**config.mk**
```make
export PLATFORM = sky130hd
export DESIGN_NAME = morse_key_letter_decoder
export DESIGN_NICKNAME = d
export VERILOG_FILES = /design/src/mkd_pkg.sv /design/src/morse_key_letter_decoder.sv /design/src/mkd_cfg_regs.sv /design/src/mkd_core.sv
export SDC_FILE = /design/constraint.sdc
export NUM_CORES = 1
export LEC_CHECK = 0
export ABC_CLOCK_PERIOD_IN_PS = 4900
export BUFFER_PORTS_ARGS = -buffer_cell sky130_fd_sc_hd__buf_2
export CORE_AREA = 2 2 138 140
export DETAILED_ROUTE_END_ITERATION = 10
export DIE_AREA = 0 0 140 142
export SLEW_MARGIN = 15
export SYNTH_ARGS = -nofsm -noshare
export SYNTH_HDL_FRONTEND = slang
export SYNTH_SLANG_ARGS = --single-unit
```
**constraint.sdc**
```tcl
create_clock -name i_clk -period 4.9 [get_ports i_clk]
set_clock_uncertainty 0.1 [all_clocks]
set_input_delay 0.98 -clock i_clk [delete_from_list [all_inputs] [get_ports i_clk]]
set_output_delay 0.98 -clock i_clk [all_outputs]
set_load 0.02 [all_outputs]
```
**src/mkd_pkg.sv**
```systemverilog
// ----------------------------------------------------------------------------
// mkd_pkg - shared types and constants of the Morse key letter decoder
// Key modes, symbol codes, register map, configuration and result structs,
// and the Morse code to letter / seven-segment lookup.
// ----------------------------------------------------------------------------
package mkd_pkg;

    localparam int CFG_W     = 16;  // width of each configuration register
    localparam int APB_AW    = 4;   // byte address bits for three registers
    localparam int APB_DW    = 32;
    localparam int LETTER_W  = 5;
    localparam int SEG_W     = 8;
    localparam int SYM_W     = 2;
    localparam int SYM_DEPTH = 4;
    localparam int SYM_CNT_W = 3;   // holds 0..4

    localparam logic [CFG_W-1:0] DEBOUNCE_RESET = 16'd50;
    localparam logic [CFG_W-1:0] DASH_RESET     = 16'd300;
    localparam logic [CFG_W-1:0] GAP_RESET      = 16'd1000;

    // register index, taken from paddr[3:2]
    localparam logic [1:0] REG_DEBOUNCE = 2'd0;
    localparam logic [1:0] REG_DASH     = 2'd1;
    localparam logic [1:0] REG_GAP      = 2'd2;

    // symbol buffer entries
    localparam logic [SYM_W-1:0] SYM_EMPTY = 2'd0;
    localparam logic [SYM_W-1:0] SYM_DOT   = 2'd1;
    localparam logic [SYM_W-1:0] SYM_DASH  = 2'd2;

    localparam logic [SYM_CNT_W-1:0] SYM_FULL = 3'd4;

    typedef enum logic [1:0] {
        KM_RELEASED = 2'd0,
        KM_DEBOUNCE = 2'd1,
        KM_HELD     = 2'd2,
        KM_WAITING  = 2'd3
    } t_key_mode;

    typedef struct packed {
        logic [CFG_W-1:0] debounce_ticks;
        logic [CFG_W-1:0] dash_threshold;
        logic [CFG_W-1:0] gap_timeout;
    } t_cfg;

    typedef struct packed {
        logic [LETTER_W-1:0] letter_index;
        logic [SEG_W-1:0]    segment_pattern;
    } t_result;

    // code = sym0 | sym1<<2 | sym2<<4 | sym3<<6, first symbol in the low bits
    function automatic t_result mkd_decode(input logic [4*SYM_W-1:0] code);
        t_result r;
        unique case (code)
            8'h09:   r = '{5'd1,  8'h77};  // A .-
            8'h56:   r = '{5'd2,  8'h7C};  // B -...
            8'h66:   r = '{5'd3,  8'h39};  // C -.-.
            8'h16:   r = '{5'd4,  8'h5E};  // D -..
            8'h01:   r = '{5'd5,  8'h79};  // E .
            8'h65:   r = '{5'd6,  8'h71};  // F ..-.
            8'h1A:   r = '{5'd7,  8'h6F};  // G --.
            8'h55:   r = '{5'd8,  8'h76};  // H ....
            8'h05:   r = '{5'd9,  8'h06};  // I ..
            8'hA9:   r = '{5'd10, 8'h0E};  // J .---
            8'h26:   r = '{5'd11, 8'h70};  // K -.-
            8'h59:   r = '{5'd12, 8'h38};  // L .-..
            8'h0A:   r = '{5'd13, 8'h55};  // M --
            8'h06:   r = '{5'd14, 8'h37};  // N -.
            8'h2A:   r = '{5'd15, 8'h3F};  // O ---
            8'h69:   r = '{5'd16, 8'h73};  // P .--.
            8'h9A:   r = '{5'd17, 8'h67};  // Q --.-
            8'h19:   r = '{5'd18, 8'h31};  // R .-.
            8'h15:   r = '{5'd19, 8'h6D};  // S ...
            8'h02:   r = '{5'd20, 8'h78};  // T -
            8'h25:   r = '{5'd21, 8'h3E};  // U ..-
            8'h95:   r = '{5'd22, 8'h2A};  // V ...-
            8'h29:   r = '{5'd23, 8'h6A};  // W .--
            8'h96:   r = '{5'd24, 8'h14};  // X -..-
            8'hA6:   r = '{5'd25, 8'h6E};  // Y -.--
            8'h5A:   r = '{5'd26, 8'h1B};  // Z --..
            default: r = '{5'd0,  8'h00};  // unknown or empty
        endcase
        return r;
    endfunction

endpackage

```
**src/morse_key_letter_decoder.sv**
```systemverilog
// ----------------------------------------------------------------------------
// morse_key_letter_decoder - Morse key to letter and seven-segment decoder
// Samples the key once per tick beat, classes presses into dots and dashes,
// and emits the letter and its segment pattern after the letter gap.
// ----------------------------------------------------------------------------
//  channel | direction | handshake                 | payload
//  --------+-----------+---------------------------+-----------------------------
//  in      | sink      | i_in_valid / o_in_stall   | i_key_down
//  out     | source    | o_out_valid / i_out_stall | o_letter_index,
//          |           |                           | o_segment_pattern
//  cfg     | APB slave | psel/penable/pready       | paddr, pwdata, prdata
//
//  One beat per cycle sustained while the letter output is not stalled. A key
//  beat is captured in the input register, runs through the state update and
//  lookup once the output side can take it, and a letter lands in the output
//  register at the end of that step, from which it drives o_out_valid.
//  Reset (synchronous, active low) clears the pipeline valids, the key state
//  and loads the register defaults (50 / 300 / 1000).
//  o_in_stall rises only while a beat waits in the input register and the
//  output register holds a letter that is stalled.
// ----------------------------------------------------------------------------
module morse_key_letter_decoder
    import mkd_pkg::*;
#(
    parameter int COUNTER_WIDTH = 16
) (
    input  logic                i_clk,
    input  logic                i_rst_n,
    // key sample channel
    input  logic                i_in_valid,
    output logic                o_in_stall,
    input  logic                i_key_down,
    // letter channel
    output logic                o_out_valid,
    input  logic                i_out_stall,
    output logic [LETTER_W-1:0] o_letter_index,
    output logic [SEG_W-1:0]    o_segment_pattern,
    // configuration
    input  logic                psel,
    input  logic                penable,
    input  logic                pwrite,
    input  logic [APB_AW-1:0]   paddr,
    input  logic [APB_DW-1:0]   pwdata,
    output logic [APB_DW-1:0]   prdata,
    output logic                pready
);

    t_cfg    cfg;
    logic    r_in_valid, n_in_valid;
    logic    r_key;
    logic    r_out_valid;
    t_result r_out;
    logic    out_ready;   // output register can take a new beat
    logic    step;        // input register drains into the core
    logic    in_accept;
    logic    core_valid;
    t_result core_result;

    mkd_cfg_regs u_cfg (
        .i_clk   (i_clk),
        .i_rst_n (i_rst_n),
        .psel    (psel),
        .penable (penable),
        .pwrite  (pwrite),
        .paddr   (paddr),
        .pwdata  (pwdata),
        .prdata  (prdata),
        .pready  (pready),
        .o_cfg   (cfg)
    );

    // handshake: the input register drains whenever the output side can take
    // a beat, so a stalled letter only holds back the next sample
    assign out_ready  = !r_out_valid || !i_out_stall;
    assign step       = r_in_valid && out_ready;
    assign o_in_stall = r_in_valid && !out_ready;
    assign in_accept  = i_in_valid && !o_in_stall;

    always_comb begin
        n_in_valid = r_in_valid;
        if (in_accept) begin
            n_in_valid = 1'b1;
        end else if (step) begin
            n_in_valid = 1'b0;
        end
    end

    always_ff @(posedge i_clk) begin
        if (!i_rst_n) begin
            r_in_valid <= 1'b0;
        end else begin
            r_in_valid <= n_in_valid;
        end
    end

    // key sample payload, no reset needed
    always_ff @(posedge i_clk) begin
        if (in_accept) begin
            r_key <= i_key_down;
        end
    end

    mkd_core #(
        .COUNTER_WIDTH (COUNTER_WIDTH)
    ) u_core (
        .i_clk          (i_clk),
        .i_rst_n        (i_rst_n),
        .i_step         (step),
        .i_key_down     (r_key),
        .i_cfg          (cfg),
        .o_result_valid (core_valid),
        .o_result       (core_result)
    );

    // output register
    always_ff @(posedge i_clk) begin
        if (!i_rst_n) begin
            r_out_valid <= 1'b0;
        end else if (out_ready) begin
            r_out_valid <= step && core_valid;
        end
    end

    always_ff @(posedge i_clk) begin
        if (out_ready && step && core_valid) begin
            r_out <= core_result;
        end
    end

    assign o_out_valid       = r_out_valid;
    assign o_letter_index    = r_out.letter_index;
    assign o_segment_pattern = r_out.segment_pattern;

endmodule

```
**src/mkd_cfg_regs.sv**
```systemverilog
// ----------------------------------------------------------------------------
// mkd_cfg_regs - APB configuration registers
// Debounce length, dash threshold and letter gap timeout; zero wait states.
// ----------------------------------------------------------------------------
module mkd_cfg_regs
    import mkd_pkg::*;
(
    input  logic              i_clk,
    input  logic              i_rst_n,
    input  logic              psel,
    input  logic              penable,
    input  logic              pwrite,
    input  logic [APB_AW-1:0] paddr,
    input  logic [APB_DW-1:0] pwdata,
    output logic [APB_DW-1:0] prdata,
    output logic              pready,
    output t_cfg              o_cfg
);

    t_cfg       r_cfg;
    logic       wr_en;
    logic [1:0] reg_idx;

    assign pready  = 1'b1;
    assign wr_en   = psel && penable && pwrite;
    assign reg_idx = paddr[3:2];

    always_ff @(posedge i_clk) begin
        if (!i_rst_n) begin
            r_cfg.debounce_ticks <= DEBOUNCE_RESET;
            r_cfg.dash_threshold <= DASH_RESET;
            r_cfg.gap_timeout    <= GAP_RESET;
        end else if (wr_en) begin
            unique case (reg_idx)
                REG_DEBOUNCE: r_cfg.debounce_ticks <= pwdata[CFG_W-1:0];
                REG_DASH:     r_cfg.dash_threshold <= pwdata[CFG_W-1:0];
                REG_GAP:      r_cfg.gap_timeout    <= pwdata[CFG_W-1:0];
                default:      ;  // unmapped, ignored
            endcase
        end
    end

    always_comb begin
        unique case (reg_idx)
            REG_DEBOUNCE: prdata = APB_DW'(r_cfg.debounce_ticks);
            REG_DASH:     prdata = APB_DW'(r_cfg.dash_threshold);
            REG_GAP:      prdata = APB_DW'(r_cfg.gap_timeout);
            default:      prdata = '0;
        endcase
    end

    assign o_cfg = r_cfg;

endmodule

```
**src/mkd_core.sv**
```systemverilog
// ----------------------------------------------------------------------------
// mkd_core - key state machine, symbol buffer and letter lookup
// Advances one key sample per step; flags a result when the letter gap ends.
// ----------------------------------------------------------------------------
module mkd_core
    import mkd_pkg::*;
#(
    parameter int COUNTER_WIDTH = 16
) (
    input  logic    i_clk,
    input  logic    i_rst_n,
    input  logic    i_step,
    input  logic    i_key_down,
    input  t_cfg    i_cfg,
    output logic    o_result_valid,
    output t_result o_result
);

    localparam int CW    = COUNTER_WIDTH;
    localparam int CMP_W = (CW > CFG_W) ? CW : CFG_W;
    localparam logic [CW-1:0] CNT_MAX = {CW{1'b1}};

    t_key_mode                        r_mode, n_mode;
    logic [CW-1:0]                    r_press, n_press;
    logic [CW-1:0]                    r_hold, n_hold;
    logic [CW-1:0]                    r_gap, n_gap;
    logic [SYM_DEPTH-1:0][SYM_W-1:0]  r_buf, n_buf;
    logic [SYM_CNT_W-1:0]             r_count, n_count;
    logic [SYM_W-1:0]                 sym;

    function automatic logic [CW-1:0] bump(input logic [CW-1:0] v);
        return (v == CNT_MAX) ? v : v + 1'b1;
    endfunction

    always_ff @(posedge i_clk) begin
        if (!i_rst_n) begin
            r_mode  <= KM_RELEASED;
            r_press <= '0;
            r_hold  <= '0;
            r_gap   <= '0;
            r_buf   <= '0;
            r_count <= '0;
        end else begin
            r_mode  <= n_mode;
            r_press <= n_press;
            r_hold  <= n_hold;
            r_gap   <= n_gap;
            r_buf   <= n_buf;
            r_count <= n_count;
        end
    end

    assign sym = (CMP_W'(r_hold) > CMP_W'(i_cfg.dash_threshold)) ? SYM_DASH : SYM_DOT;

    always_comb begin
        n_mode         = r_mode;
        n_press        = r_press;
        n_hold         = r_hold;
        n_gap          = r_gap;
        n_buf          = r_buf;
        n_count        = r_count;
        o_result_valid = 1'b0;
        o_result       = mkd_decode({r_buf[3], r_buf[2], r_buf[1], r_buf[0]});
        if (i_step) begin
            unique case (r_mode)
                KM_DEBOUNCE: begin
                    // counts on either key level; a bounce up is ignored
                    n_press = bump(r_press);
                    if (i_key_down &&
                        CMP_W'(n_press) >= CMP_W'(i_cfg.debounce_ticks)) begin
                        n_mode = KM_HELD;
                    end
                end
                KM_HELD: begin
                    if (i_key_down) begin
                        n_press = bump(r_press);
                        n_hold  = n_press;
                    end else begin
                        if (r_count < SYM_FULL) begin
                            n_buf[r_count[1:0]] = sym;
                            n_count = r_count + 1'b1;
                        end else begin
                            // fifth symbol drops the whole letter
                            n_buf   = '0;
                            n_count = '0;
                            n_hold  = '0;
                        end
                        n_gap  = '0;
                        n_mode = KM_WAITING;
                    end
                end
                KM_RELEASED, KM_WAITING: begin
                    if (i_key_down) begin
                        n_press = '0;
                        n_hold  = '0;
                        n_gap   = '0;
                        n_mode  = KM_DEBOUNCE;
                    end else if (r_mode == KM_WAITING) begin
                        n_gap = bump(r_gap);
                        if (CMP_W'(n_gap) >= CMP_W'(i_cfg.gap_timeout)) begin
                            o_result_valid = 1'b1;
                            n_buf   = '0;
                            n_count = '0;
                            n_gap   = '0;
                            n_hold  = '0;
                            n_mode  = KM_RELEASED;
                        end
                    end
                end
                default: ;
            endcase
        end
    end

    // a letter always leaves the decoder empty and released
    a_emit_clears: assert property (@(posedge i_clk) disable iff (!i_rst_n)
        o_result_valid |=> (r_mode == KM_RELEASED) && (r_count == '0) && (r_buf == '0))
        else $error("state not cleared after letter");

    a_count_range: assert property (@(posedge i_clk) disable iff (!i_rst_n)
        r_count <= SYM_FULL)
        else $error("symbol count overflow");

    a_seg_matches_letter: assert property (@(posedge i_clk) disable iff (!i_rst_n)
        o_result_valid |-> ((o_result.letter_index == '0) ==
                            (o_result.segment_pattern == '0)))
        else $error("segment pattern inconsistent with letter");

    a_no_result_unless_waiting: assert property (@(posedge i_clk) disable iff (!i_rst_n)
        o_result_valid |-> (r_mode == KM_WAITING) && !i_key_down)
        else $error("letter emitted outside gap wait");

endmodule
```
==> results.yml <==
sta:
  relSlewSlack_pct: 32.26
  final-max-slew-violation-count: 0
  fin_crit_ns: 4.384
  worst_slew_pin_slew_ns: 1.012
  setup-tns-final_ns: 0
  rsz0062_at_grt: "no"
  setup_viol: 0
  fin_ws_ns: 0.5159
  finalCritPeriodShare_pct: 89.47
  hold_violations: 0
  fmax_ghz: 0.2281
logic_synthesis:
  synth_flop_cell: "dfxtp_1"
  synthXorXnorAreaFrac_pct: 2.327
  yosys.area.top_type: "dfxtp_1"
  synthSimpleGateAreaFrac_pct: 25.13
  syn_inst: 1014
  yosysSeqAreaShare_pct: 33.05
  synth_top_area_share_pct: 28.11
  avgSynthCellArea_sq_um: 7.796
  synth_mux_area_share_pct: 5.002
  ys_ff_latch: 124
  async_flop_share_pct: 0
  yosys_warnings: 0
  synth_top_family_by_area: "simple AND/OR/NAND/NOR gates"
  ys_types: 70
  synth_edf_count: 13
  syn_area_sq_um: 7905
  yosys-top-cells-area: "dfxtp_1, ha_1, nand2_1, a21oi_1, edfxtp_1"
  synth_fa_ha_area_share_pct: 9.338
  synth_compound_area_share_pct: 17.84
route:
  drc: 2
  num_vias: 7197
  vias_per_cell: 5.575
  drt_iter0_drc: 586
  firstDrtPassIters: 8
  detail-route-antenna-nets: 0
  avgRoutedWirePerCell_um: 16.29
  wirelength_um: 21030
worst_setup_path:
  worstReg2RegStart: "u_core.r_gap[0]$_SDFFE_PN0P_"
  critPathTopFamily: "simple AND/OR/NAND/NOR gates"
  crit_path_cell_trace: "ha_1 -> and4_1 -> and3_1 -> or3_1 -> xnor2_1 -> ha_1 -> nand4_1 -> or4_4 -> a221o_1 -> and4_1 -> or4_4 -> o22ai_1"
  crit_type: "register to register"
  cp_data_required_time_ns: 5.14
  worst-path-buf-inv: 0
  critPathMaxFanout: 8
  r2r_end: "u_core.r_buf[6]$_SDFFE_PN0P_"
  endpoint_kind: "register"
  ff2ff_path_depth: 12
  cp_slowest_stage_delay_ns: 0.60
  critPathSlowestCell: "or4_4"
  critPathArrivalTime_ns: 4.62
  cp-start-kind: "register"
  regToRegSetupSlack_ns: 0.52
hold_path:
  holdPathStages: 2
  hold_path.class: "register to register"
  hp-start: "u_core.r_hold[0]$_SDFFE_PN0P_"
  hold_end: "u_core.r_hold[0]$_SDFFE_PN0P_"
layout:
  nFillCells: 1822
  areaGrowthSynthToFinish_pct: 12.49
  final_common_cell: "nand2_1"
  final_cell_mix: "nand2_1, dfxtp_1, a21oi_1"
  diodes: 0
  final_nets: 1147
  drive_gt1_share_pct: 10.97
clock_tree:
  clk_latency_ns: 0.43
  clk_pin_slew_worst_paths_ns: 0.05
  cts_hold_buf: 0
  cts_max_path_buffers: 2
  clock-sinks: 124
  tritoncts: "yes"
  postCtsSetupBuffers: 0
  cts-root-buf: "clkbuf_16"
  htreeDepth: 4
  cts_resized: 0
  numCtsBuffers: 17
floorplan:
  num_io_pins: 92
  fp.dieH_um: 142
  die_w_um: 140
  initial_core_util_pct: 42.83
  die_area_sq_um: 19880
  core-area_sq_um: 18460
  rows: 50
grt:
  track_usage_pct: 21.04
  globalRouteOverflowTotal: 0
  first_global_vias: 6427
  antenna_found_initial: 0
  grt_max_degree: 68
  grt_pass1_wl_um: 33690
power_and_ir_drop:
  power.leakage_nw: 3.587
  power_density_nw_per_um2: 279.3
  vdd_ir_drop_max_mv: 0.2455
outcome:
  status: "finished with violations"
  violations: "DRC"
place:
  routabilityCongestion: 0.8952
  port_buffers: 55
  dp_slack_ns: 0.5828
  dp_hpwl_um: 15310
flow_run:
  drv_cap: 0
==> routing by layer <==
metal / wire length (um) / up-vias / global-route usage (%) / part of all wire, %
li1: - / 3643 / - / -
met4: 282 / 0 / 6.326 / 1.3
met2: 10440 / 173 / 35.78 / 50
met5: 0 / - / 0 / 0
met1: 9541 / 3357 / 27.53 / 45
met3: 766 / 24 / 3.600 / 3.6
==> state kept, by name, summed over array words and instances, names as in the netlist <==
| name | flops |
|---|---|
| u_core.r_mode | 2 |
| u_core.r_press | 16 |
| u_core.r_count | 3 |
| o_out_valid | 1 |
| o_letter_index | 5 |
| u_core.r_hold | 16 |
| u_cfg.o_cfg | 48 |
| u_core.r_buf | 8 |
| r_in_valid | 1 |
| u_core.r_gap | 16 |
| o_segment_pattern | 7 |
| r_key | 1 |
==> report_power, final <==
part | internal (W) | total [W] | switching [W]
clock | 0.000832 | 0.00131 | 0.000476
sequential | 0.00103 | 0.00104 | 0.00000738
combinational | 0.0000384 | 0.000137 | 0.0000985
total | 0.00190 | 0.00248 | 0.000582
==> logic make-up (layout without fill, tap and decap cells) <==
| group | after synthesis | after routing |
|---|---|---|
| AOI/OAI and AO/OA | 226 | 226 |
| xor gates and xnor gates | 21 | 21 |
| adders and majority gates | 59 | 59 |
| buffers and inverters | 128 | 155 |
| DFF | 124 | 124 |
| muxes | 39 | 39 |
| other | 2 | 18 |
| and+or+nand+nor | 415 | 415 |
==> final cells by class <==
type / instances / area [sq um] / share of cell area [%]
Inverter: 57 / 214.0 / 2.406
Clock inverter: 9 / 107.6 / 1.210
Timing Repair Buffer: 66 / 357.8 / 4.024
Sequential cell: 124 / 2613 / 29.38
Multi-Input combinational cell: 778 / 4798 / 53.96
Clock buffer: 23 / 509.2 / 5.727
Tap cell: 234 / 292.8 / 3.293
==> synthesized netlist by cell type (all sizes together), types with 9 or more instances <==
master,number
a21oi,83
a22oi,16
and3,9
buf,25
clkbuf,46
dfxtp,111
edfxtp,13
ha,59
inv,57
mux2i,35
nand2,186
nand3,40
nand4,19
nor2,62
nor3,25
o211ai,15
o21ai,49
or3,9
xnor2,14
==> worst register-to-register path, delay by kind of cell (launching register included) <==
kind            cells  cell delay, ns
compound gates      2            0.53
xor+xnor            1            0.16
fa+ha+maj           2            0.63
flops               1            0.37
simple gates        7            2.50
==> through the flow <==
stage	power [W]	util, %	instance area (sq um)	std cells	hold WS [ns]
final	0.002483	48.18	8892	1291	0.3625
after global routing	0.002562	48.18	8892	1291	0.3803
after CTS	0.002505	48.18	8892	1291	0.3661
after detailed placement	0.001196	44.84	8275	1259	0.3583
after global placement	0.001196	44.84	8275	1259	0.3500
after floorplan	0.001158	-	7965	1030	0.3381
==> worst max-delay path by stage <==
stage                                             from                               to  slack (ns)  depth (start not counted)
after global routing      u_core.r_gap[0]$_SDFFE_PN0P_    u_core.r_hold[3]$_SDFFE_PN0P_        0.39                         13
after global placement    u_core.r_gap[0]$_SDFFE_PN0P_     u_core.r_buf[4]$_SDFFE_PN0P_        0.63                         12
after CTS                 u_core.r_gap[0]$_SDFFE_PN0P_     u_core.r_buf[4]$_SDFFE_PN0P_        0.53                         12
after detailed placement  u_core.r_gap[0]$_SDFFE_PN0P_     u_core.r_buf[4]$_SDFFE_PN0P_        0.58                         12
after floorplan           u_core.r_gap[7]$_SDFFE_PN0P_  o_letter_index[0]$_SDFFCE_PN0P_        0.81                         14
final                     u_core.r_gap[0]$_SDFFE_PN0P_     u_core.r_buf[6]$_SDFFE_PN0P_        0.52                         12
Power figures use the tool's default switching activity.
